$ cat config.mk
export PLATFORM = sky130hd
export DESIGN_NAME = plb_ctrl
export DESIGN_NICKNAME = d
export VERILOG_FILES = /design/src/hdl/price_level_book_assert.svh /design/src/hdl/plb_pkg.sv /design/src/hdl/plb_ctrl.sv
export SDC_FILE = /design/constraint.sdc
export NUM_CORES = 1
export LEC_CHECK = 0
export BUFFER_PORTS_ARGS = -buffer_cell sky130_fd_sc_hd__buf_2
export CORE_UTILIZATION = 35
export CTS_CLUSTER_SIZE = 40
export DETAILED_ROUTE_END_ITERATION = 8
export GPL_ROUTABILITY_DRIVEN = 0
export PLACE_DENSITY_LB_ADDON = 0.08
export SLEW_MARGIN = 20
export SYNTH_ARGS = -nofsm -noshare
export SYNTH_HDL_FRONTEND = slang
export SYNTH_SLANG_ARGS = --single-unit
export TNS_END_PERCENT = 1
$ cat constraint.sdc
create_clock -name aclk -period 1.8 [get_ports aclk]
set_input_delay 0.36 -clock aclk [delete_from_list [all_inputs] [get_ports aclk]]
set_output_delay 0.36 -clock aclk [all_outputs]
set_load 0.005 [all_outputs]
$ cat src/hdl/price_level_book_assert.svh
// assertion macros for the price level book
// no dependencies, included by the modules that check their own logic
`ifndef PRICE_LEVEL_BOOK_ASSERT_SVH
`define PRICE_LEVEL_BOOK_ASSERT_SVH

// same-cycle implication under synchronous active-low reset
`define PLB_ASSERT_NOW(name, clk, rst_n, ante, cons) \
    name: assert property (@(posedge clk) disable iff (!rst_n) (ante) |-> (cons)) \
        else $error("plb check failed");

// next-cycle implication under synchronous active-low reset
`define PLB_ASSERT_NEXT(name, clk, rst_n, ante, cons) \
    name: assert property (@(posedge clk) disable iff (!rst_n) (ante) |=> (cons)) \
        else $error("plb check failed");

`endif

$ cat src/hdl/plb_pkg.sv
// shared types and constants for the price level book
// no dependencies
`default_nettype none

package plb_pkg;

    localparam int LEVELS_DEF      = 64;
    localparam int PRICE_BITS_DEF  = 32;
    localparam int VOLUME_BITS_DEF = 32;

    localparam logic [1:0] OP_ADD    = 2'd0;
    localparam logic [1:0] OP_REDUCE = 2'd1;
    localparam logic [1:0] OP_DELETE = 2'd2;
    localparam logic [1:0] OP_NOP    = 2'd3;

    localparam logic [1:0] KIND_ADDED   = 2'd0;
    localparam logic [1:0] KIND_UPDATED = 2'd1;
    localparam logic [1:0] KIND_DELETED = 2'd2;

    localparam logic [1:0] ERR_OK        = 2'd0;
    localparam logic [1:0] ERR_FULL      = 2'd1;
    localparam logic [1:0] ERR_NOT_FOUND = 2'd2;

    typedef struct packed {
        logic [1:0]  operation;
        logic        side;
        logic [31:0] price;
        logic [31:0] amount;
        logic [31:0] hidden_amount;
        logic [31:0] visible_amount;
        logic [31:0] remaining;
    } in_t;

    typedef struct packed {
        logic [1:0]  update_kind;
        logic [31:0] level_price;
        logic [31:0] total_volume;
        logic [31:0] hidden_volume;
        logic [31:0] visible_volume;
        logic [15:0] order_count;
        logic        is_top;
        logic [1:0]  error_code;
    } out_t;

    typedef struct packed {
        logic load;
        logic res_nop;
        logic find_rd;
        logic res_miss;
        logic fetch_rd;
        logic update;
        logic rescan_rd;
        logic rescan_commit;
        logic out_load;
    } cmd_t;

    typedef struct packed {
        logic in_nop;
        logic miss;
        logic need_rescan;
        logic out_free;
    } sts_t;

endpackage

`default_nettype wire

$ cat src/hdl/plb_ctrl.sv
// controller state machine for the price level book
// depends on plb_pkg
`default_nettype none

module plb_ctrl #(
    parameter int LEVELS = plb_pkg::LEVELS_DEF
) (
    input  wire              aclk,
    input  wire              aresetn,
    input  wire              s_valid,
    output logic             s_ready,
    input  plb_pkg::sts_t    sts,
    output plb_pkg::cmd_t    cmd,
    output logic [$clog2(LEVELS)-1:0] scan_addr
);

    localparam int SLOT_W = $clog2(LEVELS);

    typedef enum logic [3:0] {
        ST_IDLE, ST_FIND, ST_FDRAIN, ST_FETCH, ST_UPDATE,
        ST_RESCAN, ST_RDRAIN, ST_RCOMMIT, ST_OUT
    } state_t;

    state_t state_reg, state_next;
    logic [SLOT_W-1:0] cnt_reg, cnt_next;
    logic last;

    assign last      = (cnt_reg == SLOT_W'(LEVELS - 1));
    assign scan_addr = cnt_reg;

    always_comb begin
        state_next = state_reg;
        cnt_next   = cnt_reg;
        cmd        = '0;
        s_ready    = 1'b0;
        case (state_reg)
            ST_IDLE: begin
                s_ready = 1'b1;
                if (s_valid) begin
                    cmd.load    = 1'b1;
                    cmd.res_nop = sts.in_nop;
                    cnt_next    = '0;
                    state_next  = sts.in_nop ? ST_OUT : ST_FIND;
                end
            end
            ST_FIND: begin
                cmd.find_rd = 1'b1;
                cnt_next    = cnt_reg + 1'b1;
                if (last) state_next = ST_FDRAIN;
            end
            ST_FDRAIN: state_next = ST_FETCH;
            ST_FETCH: begin
                if (sts.miss) begin
                    cmd.res_miss = 1'b1;
                    state_next   = ST_OUT;
                end else begin
                    cmd.fetch_rd = 1'b1;
                    state_next   = ST_UPDATE;
                end
            end
            ST_UPDATE: begin
                cmd.update = 1'b1;
                cnt_next   = '0;
                state_next = sts.need_rescan ? ST_RESCAN : ST_OUT;
            end
            ST_RESCAN: begin
                cmd.rescan_rd = 1'b1;
                cnt_next      = cnt_reg + 1'b1;
                if (last) state_next = ST_RDRAIN;
            end
            ST_RDRAIN: state_next = ST_RCOMMIT;
            ST_RCOMMIT: begin
                cmd.rescan_commit = 1'b1;
                state_next        = ST_OUT;
            end
            ST_OUT: begin
                if (sts.out_free) begin
                    cmd.out_load = 1'b1;
                    state_next   = ST_IDLE;
                end
            end
            default: state_next = ST_IDLE;
        endcase
    end

    always_ff @(posedge aclk) begin
        if (!aresetn) begin
            state_reg <= ST_IDLE;
            cnt_reg   <= '0;
        end else begin
            state_reg <= state_next;
            cnt_reg   <= cnt_next;
        end
    end

endmodule

`default_nettype wire

# After elaboration in Yosys (flattened, before gate mapping)
# Cells that the tools add are included.
[op_classes] eq_ne=13 addsub=1 reduce_logical=5 n_mux=22
[op_table] operator="$pmux 4 s9" n=1
[op_table] operator="$mux 4" n=7
[op_table] operator="$pmux 6 s3" n=1
[op_table] operator="$eq 4x3->1 const B" n=4
[op_table] operator="$mux 1" n=9
[op_table] operator="$eq 4x2->1 const B" n=2
[op_table] operator="$ne 2x2->1 const B" n=4
[op_table] operator="$add 6x1->6 const B" n=1
[op_table] operator="$eq 6x6->1 const B" n=1
[op_table] operator="$mux 2" n=3
[op_table] operator="$mux 6" n=1
[op_table] operator="$eq 4x1->1 const B" n=1
[op_table] operator="$eq 4x4->1 const B" n=1
[op_table] operator="$logic_not 4->1" n=1
[op_table] operator="$reduce_and 4->1" n=1
[op_table] operator="$reduce_bool 3->1" n=1
[op_table] operator="$reduce_and 2->1" n=1
[op_table] operator="$reduce_or 2->1" n=1
[totals] word_cells=43 out_inout_bits=16 register_bits=10 inputBits=7

# Depth between registers and ports, before layout
# Gate-level depths: netlist of the first run.
[logic_depth] depth_word=4 ltp_mapped=5

# Worst setup path before layout of the first run
# Ideal clock, no wire load.
[synth_path] path_kind="register -> output" from="register state_reg[2]" to="output port cmd[7] (netlist bit)" required_ns=1.440 path_stages_with_launch=4 slack_ns=0.300 t_arrival_ns=1.140 cell_sequence="dfxtp_1 > buf_1 > nor4_1 > and3_1"
[synth_lines] element="from (decl)" line="plb_ctrl.sv:24" rtl="state_t state_reg, state_next;"
[synth_lines] element="from (signal assigned)" line="plb_ctrl.sv:91" rtl="state_reg <= state_next;"
[synth_lines] element="to (decl)" line="plb_ctrl.sv:13" rtl="output plb_pkg::cmd_t cmd,"

==> results of run 1 <==
## power groups by stage
stage                     clock, mW  combinational [mW]  sequential, mW
after floorplan                   0              0.0593           0.237
after global placement            0              0.0963           0.239
after detailed placement          0              0.0947           0.239
after CTS                     0.207              0.0951           0.234
after global routing          0.216               0.108           0.236
final                         0.201              0.0969           0.235
## worst min-delay path: cells and delay by family
kind                   cells  cell delay [ns]
AOI/OAI and AO/OA          1             0.07
buffers and inverters      1             0.09
and+or+nand+nor            1             0.09
## how the worst max path moves through the flow
stage,start,end,slack [ns],depth (start not counted)
finish,state_reg[0]$_SDFFE_PN0P_,cmd[0],0.09,4
global route,state_reg[0]$_SDFFE_PN0P_,cmd[5],-0.02,4
CTS,state_reg[1]$_SDFFE_PN0P_,cmd[7],0.05,4
detailed placement,state_reg[3]$_SDFFE_PN0P_,scan_addr[5]$_SDFFE_PN0P_,0.28,3
global placement,state_reg[3]$_SDFFE_PN0P_,scan_addr[5]$_SDFFE_PN0P_,0.31,3
floorplan,state_reg[2]$_SDFFE_PN0P_,cmd[7],0.30,3
## what timing repair did
item | 4_1_cts | 5_1_grt
resized for setup | 0 | 2
endpoints found under the hold margin | 0 | 0
endpoints found under the setup margin | 0 | 3
hold buffers | 0 | 0
## metal layers
layer,part of all wire,global-route usage,vias to the layer above
li1,-,-,352
met1,0.47,0.2244,321
met2,0.47,0.2471,17
met3,0.054,0.07347,2
met4,0.0054,0.01818,0
met5,0,0,-
## cell families after synthesis
family	synth area share
AO/OA/AOI/OAI	0.2220
adder cells (fa/ha/maj)	0.02000
buffers and inverters	0.03600
flip-flops	0.3200
multiplexers	0.01600
AND/OR/NAND/NOR	0.3860
## layout make-up
type	instances	area share
inverters	2	0.009050
flip-flops and latches	10	0.2413
multi-input cells	66	0.5008
clock buffers	4	0.04374
repair buffers	26	0.1689
well taps	24	0.03620
## cells in the final DEF, fill, tap and decap left out
cell type / netlist / routed
sky130_fd_sc_hd__or3_1: 2 / 2
sky130_fd_sc_hd__a21boi_1: 1 / 1
sky130_fd_sc_hd__nor3_1: 4 / 4
sky130_fd_sc_hd__nor2b_1: 2 / 2
sky130_fd_sc_hd__mux2i_1: 1 / 1
sky130_fd_sc_hd__nor4b_2: 0 / 1
sky130_fd_sc_hd__nand2_1: 2 / 2
sky130_fd_sc_hd__and2_1: 1 / 1
sky130_fd_sc_hd__a21oi_1: 4 / 4
sky130_fd_sc_hd__buf_4: 0 / 4
sky130_fd_sc_hd__nor2_1: 12 / 12
sky130_fd_sc_hd__nand3b_1: 2 / 2
sky130_fd_sc_hd__a21boi_0: 3 / 3
sky130_fd_sc_hd__and3_1: 3 / 3
sky130_fd_sc_hd__o21a_1: 2 / 2
sky130_fd_sc_hd__nor4_2: 0 / 1
sky130_fd_sc_hd__dfxtp_1: 10 / 10
sky130_fd_sc_hd__a221oi_1: 1 / 1
sky130_fd_sc_hd__nand2b_1: 5 / 5
sky130_fd_sc_hd__ha_1: 1 / 1
sky130_fd_sc_hd__a311oi_1: 1 / 1
sky130_fd_sc_hd__a2bb2oi_1: 1 / 1
sky130_fd_sc_hd__clkbuf_4: 0 / 3
sky130_fd_sc_hd__nand3_1: 3 / 3
sky130_fd_sc_hd__a221o_1: 1 / 1
sky130_fd_sc_hd__or3b_4: 1 / 1
sky130_fd_sc_hd__a22oi_1: 1 / 1
sky130_fd_sc_hd__or4_1: 1 / 1
sky130_fd_sc_hd__nand4b_1: 1 / 1
sky130_fd_sc_hd__nor4_1: 2 / 1
sky130_fd_sc_hd__inv_1: 2 / 2
sky130_fd_sc_hd__buf_2: 0 / 22
sky130_fd_sc_hd__nor4b_1: 2 / 1
sky130_fd_sc_hd__clkbuf_8: 0 / 1
sky130_fd_sc_hd__o21ai_0: 6 / 6
==> run_results.csv, run 1 <==
group,metric,value,unit
status,outcome,"completed",
power,power_frac_seq,0.441,
cts,post-cts-setup-buffers,0,
worst_setup_path,arrival_time_at_the_worst_endpoint,1.35,ns
route,drt_iter0_markers,22,
route,detail_routed_via_count_per_cell,5.242,
logic_synthesis,synthesis.nets,90,
global_routing,grt_pass1_wl,2401,microns
placed_design,buffer_ports.inserted,22,
worst_setup_path,critical_path.reg2reg.startpoint,"state_reg[3]$_SDFFE_PN0P_",
finish,layout-drive-gt1-share,0.3056,
worst_setup_path,critical_path.top_delay_family,"simple AND/OR/NAND/NOR gates",
placed_design,placed_cells_incl_taps,128,
finish,multi_input_comb_area,415.4,sq um
sta,timing.setup.tns,0,ns
finish,post-route-cell-area,829.5,sq um
cts,clock_latency_at_the_later_pin_of_the_worst_skew_pair,0.27,ns
logic_synthesis,synth_edf_count,0,
finish,flip_flop_count_of_the_largest_register_after_layout,6,
finish,layout-area-overhead-vs-synth,32.60,%
worst_setup_path,crit_path_end_kind,"output pin",
global_routing,grt_pass1_vias,568,
logic_synthesis,synth_most_common_cell,"sky130_fd_sc_hd__nor2_1",
floorplanning,fp-row-count,14,
logic_synthesis,post_synth_num_cell_types,31,
power,vdd_drop_max,455.2,uV
logic_synthesis,synthFlopType,"sky130_fd_sc_hd__dfxtp_1",
sta,fmax,0.5851,GHz
worst_setup_path,series_of_cell_instances_along_the_critical_path,"buf_4 > nor3_1 > and3_1 > buf_2",
logic_synthesis,post-synth-top-area-cell,"sky130_fd_sc_hd__dfxtp_1",
logic_synthesis,synth_async_sr_flop_share,0,
logic_synthesis,yosysTopAreaCellShare,0.3200,
power,power_per_cell_area,643.2,nW/um^2
sta,setup_ws,0.09077,ns
cts,cts_htree_levels,1,
power,p_sw,0.1366,mW
min_path,hold_path.class,"in -> reg",
sta,holdWs,0.3927,ns
global_routing,grtUsageTotal,0.1644,
worst_setup_path,crit-reg2reg-capture,"scan_addr[5]$_SDFFE_PN0P_",
worst_setup_path,worstSetupStartpointType,"flop",
finish,fill_cells,153,
sta,fin_crit_period,1.709,ns
global_routing,grt.overflow.total,0,
floorplanning,floorplan.die_area,1960,sq um
route,drtAntennaViolNets,0,
min_path,whs_endpoint,"state_reg[3]$_SDFFE_PN0P_",
route,firstDrtPassIters,4,
route,route.detailed.wl_per_inst,11.29,microns
route,drt_drc_violations_left,0,
power,switching_share,0.2561,
sta,slew-limit-headroom,0.7591,
sta,min_period_over_period,0.9496,
cts,cts_tree,"built",
sta,finalSetupViolCount,0,
sta,final.setup_skew,0.005526,ns
floorplanning,core_region_area,1594,sq um
cts,cts_buffers,3,
cts,cts.root.buffer_cell,"sky130_fd_sc_hd__clkbuf_4",
floorplanning,floorplan.die.height,44.28,microns
power,clock_power_share,0.378,
worst_setup_path,cp.required,1.44,ns
floorplanning,die_x,44.28,microns
placed_design,post-place-ws,0.2844,ns
sta,hold_viol_final,0,
power,report.power.total,0.5336,mW
cts,cts.path.max_buffers,2,
placed_design,post_dp_cell_area,780.7,sq um
finish,final_nets,117,
logic_synthesis,syn_inst,82,
route,postRouteWirelength,1490,microns
power,internal_power,0.3970,mW
cts,cts_sinks,10,
power,combinationalPowerShare,0.182,
finish,num_antenna_cells,0,
logic_synthesis,yosysSeqAreaShare,0.3200,
logic_synthesis,synth_area,625.6,sq um
global_routing,grt_max_degree,15,
sta,timing.final.max_slew_violations,0,
worst_setup_path,critical_path.max_stage_delay,0.31,ns
global_routing,antenna_found_initial,0,
finish,layout.cells.non_filler,132,
power,total_leakage_power,0.3782,nW
worst_setup_path,path_class,"reg -> out",
worst_setup_path,worstPathBufferInverterCount,2,
worst_setup_path,rr_worst_depth,3,
logic_synthesis,ys_top_cells_by_count,"12 x sky130_fd_sc_hd__nor2_1, 10 x sky130_fd_sc_hd__dfxtp_1, 6 x sky130_fd_sc_hd__o21ai_0",
logic_synthesis,netlist_top_cells_area,"sky130_fd_sc_hd__dfxtp_1 32%, sky130_fd_sc_hd__nor2_1 7.2%, sky130_fd_sc_hd__nand2b_1 5.0%, sky130_fd_sc_hd__o21ai_0 4.8%, sky130_fd_sc_hd__a21boi_0 3.6%",
worst_setup_path,regToRegSetupSlack,0.24,ns
finish,final_util,0.5204,
cts,clk_pin_slew,0.07,ns
worst_setup_path,worst_path_max_delay_cell,"sky130_fd_sc_hd__dfxtp_1",
placed_design,detailedPlacementHpwl,1116,microns
logic_synthesis,synth.ff_latch_count,10,
sta,worst-slew-pin-transition,0.3609,ns
logic_synthesis,syn-mean-instance-area,7.629,sq um
worst_setup_path,crit_path_max_fanout,14,
min_path,hold_depth,3,
flow_run,cap_viol_max_count,0,
floorplanning,pin_count,23,
finish,sequential_cell_area,200.2,sq um
floorplanning,initial_core_util,0.3925,
min_path,worst_hold_start,"sts[0]",
logic_synthesis,ys_warns,0,
route,routed-via-count,692,
Note: power is estimated with default switching activity, not from simulation.
==> run 2, diff against run 1 <==
Settings changed: SETUP_SLACK_MARGIN set to 0.02.
Clock period 1.8 ns to 2.15 ns, I/O delays scaled along.
==> run 2 against run 1 <==
Critical path depth shrank 1; combinational power shrank 29%; die area is the same; wire length shrank 2.4%; power shrank 18%; via count shrank 1.6%; largest power group unchanged; clock-buffer cell count is the same.
==> run_results.csv, run 2 (synthesis results as in run 1) <==
group,metric,value,unit
cts,cts_htree_levels,1,
sta,fin_crit_period,1.927,ns
worst_setup_path,critical_path.reg2reg.startpoint,"state_reg[0]$_SDFFE_PN0P_",
finish,flip_flop_count_of_the_largest_register_after_layout,6,
finish,layout-area-overhead-vs-synth,25.80,%
global_routing,grt_max_degree,16,
sta,timing.final.max_slew_violations,0,
sta,setup_ws,0.2232,ns
sta,slew-limit-headroom,0.6990,
placed_design,detailedPlacementHpwl,1076,microns
cts,cts_buffers,3,
route,firstDrtPassIters,4,
worst_setup_path,cp.required,1.72,ns
route,routed-via-count,681,
sta,timing.setup.tns,0,ns
cts,cts.root.buffer_cell,"sky130_fd_sc_hd__clkbuf_4",
global_routing,antenna_found_initial,0,
worst_setup_path,arrival_time_at_the_worst_endpoint,1.50,ns
finish,final_nets,113,
power,total_leakage_power,0.3536,nW
worst_setup_path,worstSetupStartpointType,"flop",
placed_design,placed_cells_incl_taps,124,
power,power_per_cell_area,556.2,nW/um^2
finish,num_antenna_cells,0,
finish,layout.cells.non_filler,128,
worst_setup_path,rr_worst_depth,3,
cts,cts_tree,"built",
floorplanning,floorplan.die_area,1960,sq um
sta,hold_viol_final,0,
min_path,hold_depth,3,
min_path,hold_path.class,"in -> reg",
worst_setup_path,regToRegSetupSlack,0.39,ns
route,drt_iter0_markers,18,
sta,final.setup_skew,0.005806,ns
global_routing,grt.overflow.total,0,
finish,layout-drive-gt1-share,0.2596,
route,route.detailed.wl_per_inst,11.36,microns
floorplanning,fp-row-count,14,
cts,clock_latency_at_the_later_pin_of_the_worst_skew_pair,0.27,ns
worst_setup_path,crit_path_max_fanout,15,
route,postRouteWirelength,1454,microns
flow_run,cap_viol_max_count,0,
placed_design,post_dp_cell_area,750.7,sq um
worst_setup_path,crit_path_end_kind,"output pin",
min_path,worst_hold_start,"sts[0]",
cts,ctsResizeCount,0,
global_routing,grt_pass1_wl,2270,microns
worst_setup_path,crit-reg2reg-capture,"scan_addr[5]$_SDFFE_PN0P_",
worst_setup_path,critical_path.max_stage_delay,0.60,ns
worst_setup_path,path_class,"reg -> out",
cts,ctsHoldBuffers,0,
finish,highest_count_cells_in_the_layout_ignoring_fill_and_taps,"22 x sky130_fd_sc_hd__buf_2, 12 x sky130_fd_sc_hd__nor2_1, 10 x sky130_fd_sc_hd__dfxtp_1, 6 x sky130_fd_sc_hd__o21ai_0, 5 x sky130_fd_sc_hd__nand2b_1",
floorplanning,initial_core_util,0.3925,
global_routing,grt_pass1_vias,547,
sta,grt_setup_unrepaired,"false",
sta,min_period_over_period,0.8962,
route,drt_drc_violations_left,0,
cts,cts.path.max_buffers,2,
route,drtAntennaViolNets,0,
floorplanning,floorplan.die.height,44.28,microns
cts,post-cts-setup-buffers,0,
global_routing,grtUsageTotal,0.1572,
status,outcome,"completed",
placed_design,buffer_ports.inserted,22,
sta,fmax,0.5190,GHz
placed_design,post-place-ws,0.4323,ns
min_path,whs_endpoint,"state_reg[3]$_SDFFE_PN0P_",
route,detail_routed_via_count_per_cell,5.320,
sta,worst-slew-pin-transition,0.4509,ns
finish,layout_commonest_cell,"sky130_fd_sc_hd__buf_2",
floorplanning,pin_count,23,
power,vdd_drop_max,313.7,uV
sta,finalSetupViolCount,0,
floorplanning,die_x,44.28,microns
cts,cts_sinks,10,
finish,post-route-cell-area,787.0,sq um
power,report.power.total,0.4377,mW
cts,clk_pin_slew,0.07,ns
floorplanning,core_region_area,1594,sq um
worst_setup_path,series_of_cell_instances_along_the_critical_path,"nand2_1 > nor4b_1 > buf_2",
worst_setup_path,worst_path_max_delay_cell,"sky130_fd_sc_hd__dfxtp_1",
-- run 2: per-stage QoR --
step | utilization | hold slack (ns)
6_report | 0.4937 | 0.4745
5_1_grt | 0.4937 | 0.4782
3_5_place_dp | 0.4710 | 0.4888
2_1_floorplan | - | 0.4658
3_3_place_gp | 0.4710 | 0.4762
4_1_cts | 0.4937 | 0.4646
-- run 2: where the power goes --
group          leakage [nW]  switching [mW]  internal, mW
logic                 0.252          0.0339        0.0345
registers            0.0810          0.0126         0.190
clock network        0.0210          0.0637         0.103
-- run 2: routing by layer --
| metal | track usage | up-vias | share of wire |
|---|---|---|---|
| li1 | - | 344 | - |
| met1 | 0.2010 | 323 | 0.47 |
| met2 | 0.2412 | 10 | 0.49 |
| met3 | 0.06122 | 4 | 0.038 |
| met4 | 0.05455 | 0 | 0.0083 |
| met5 | 0 | - | 0 |
-- run 2: worst max path at each step --
stage                              startpoint                         to  slack (ns)  depth (start not counted)
finish              state_reg[0]$_SDFFE_PN0P_                     cmd[5]        0.22                          3
global route        state_reg[1]$_SDFFE_PN0P_                     cmd[5]        0.05                          3
CTS                 state_reg[1]$_SDFFE_PN0P_                     cmd[5]        0.22                          3
detailed placement  state_reg[0]$_SDFFE_PN0P_  scan_addr[5]$_SDFFE_PN0P_        0.43                          3
global placement    state_reg[0]$_SDFFE_PN0P_  scan_addr[5]$_SDFFE_PN0P_        0.46                          3
floorplan           state_reg[2]$_SDFFE_PN0P_                     cmd[7]        0.58                          3
-- run 2: critical path, delay by kind of cell, from the launching register on --
family	cells	cell delay, ns
buffers and inverters	1	0.16
DFF	1	0.60
and+or+nand+nor	2	0.47
-- run 2: area by class of cell --
type	instances	area, sq um
multi-input cells	66	402.9
clock buffers	4	36.28
repair buffers	22	110.1
well taps	24	30.03
fillers	168	807.0
flip-flops and latches	10	200.2
inverters	2	7.507
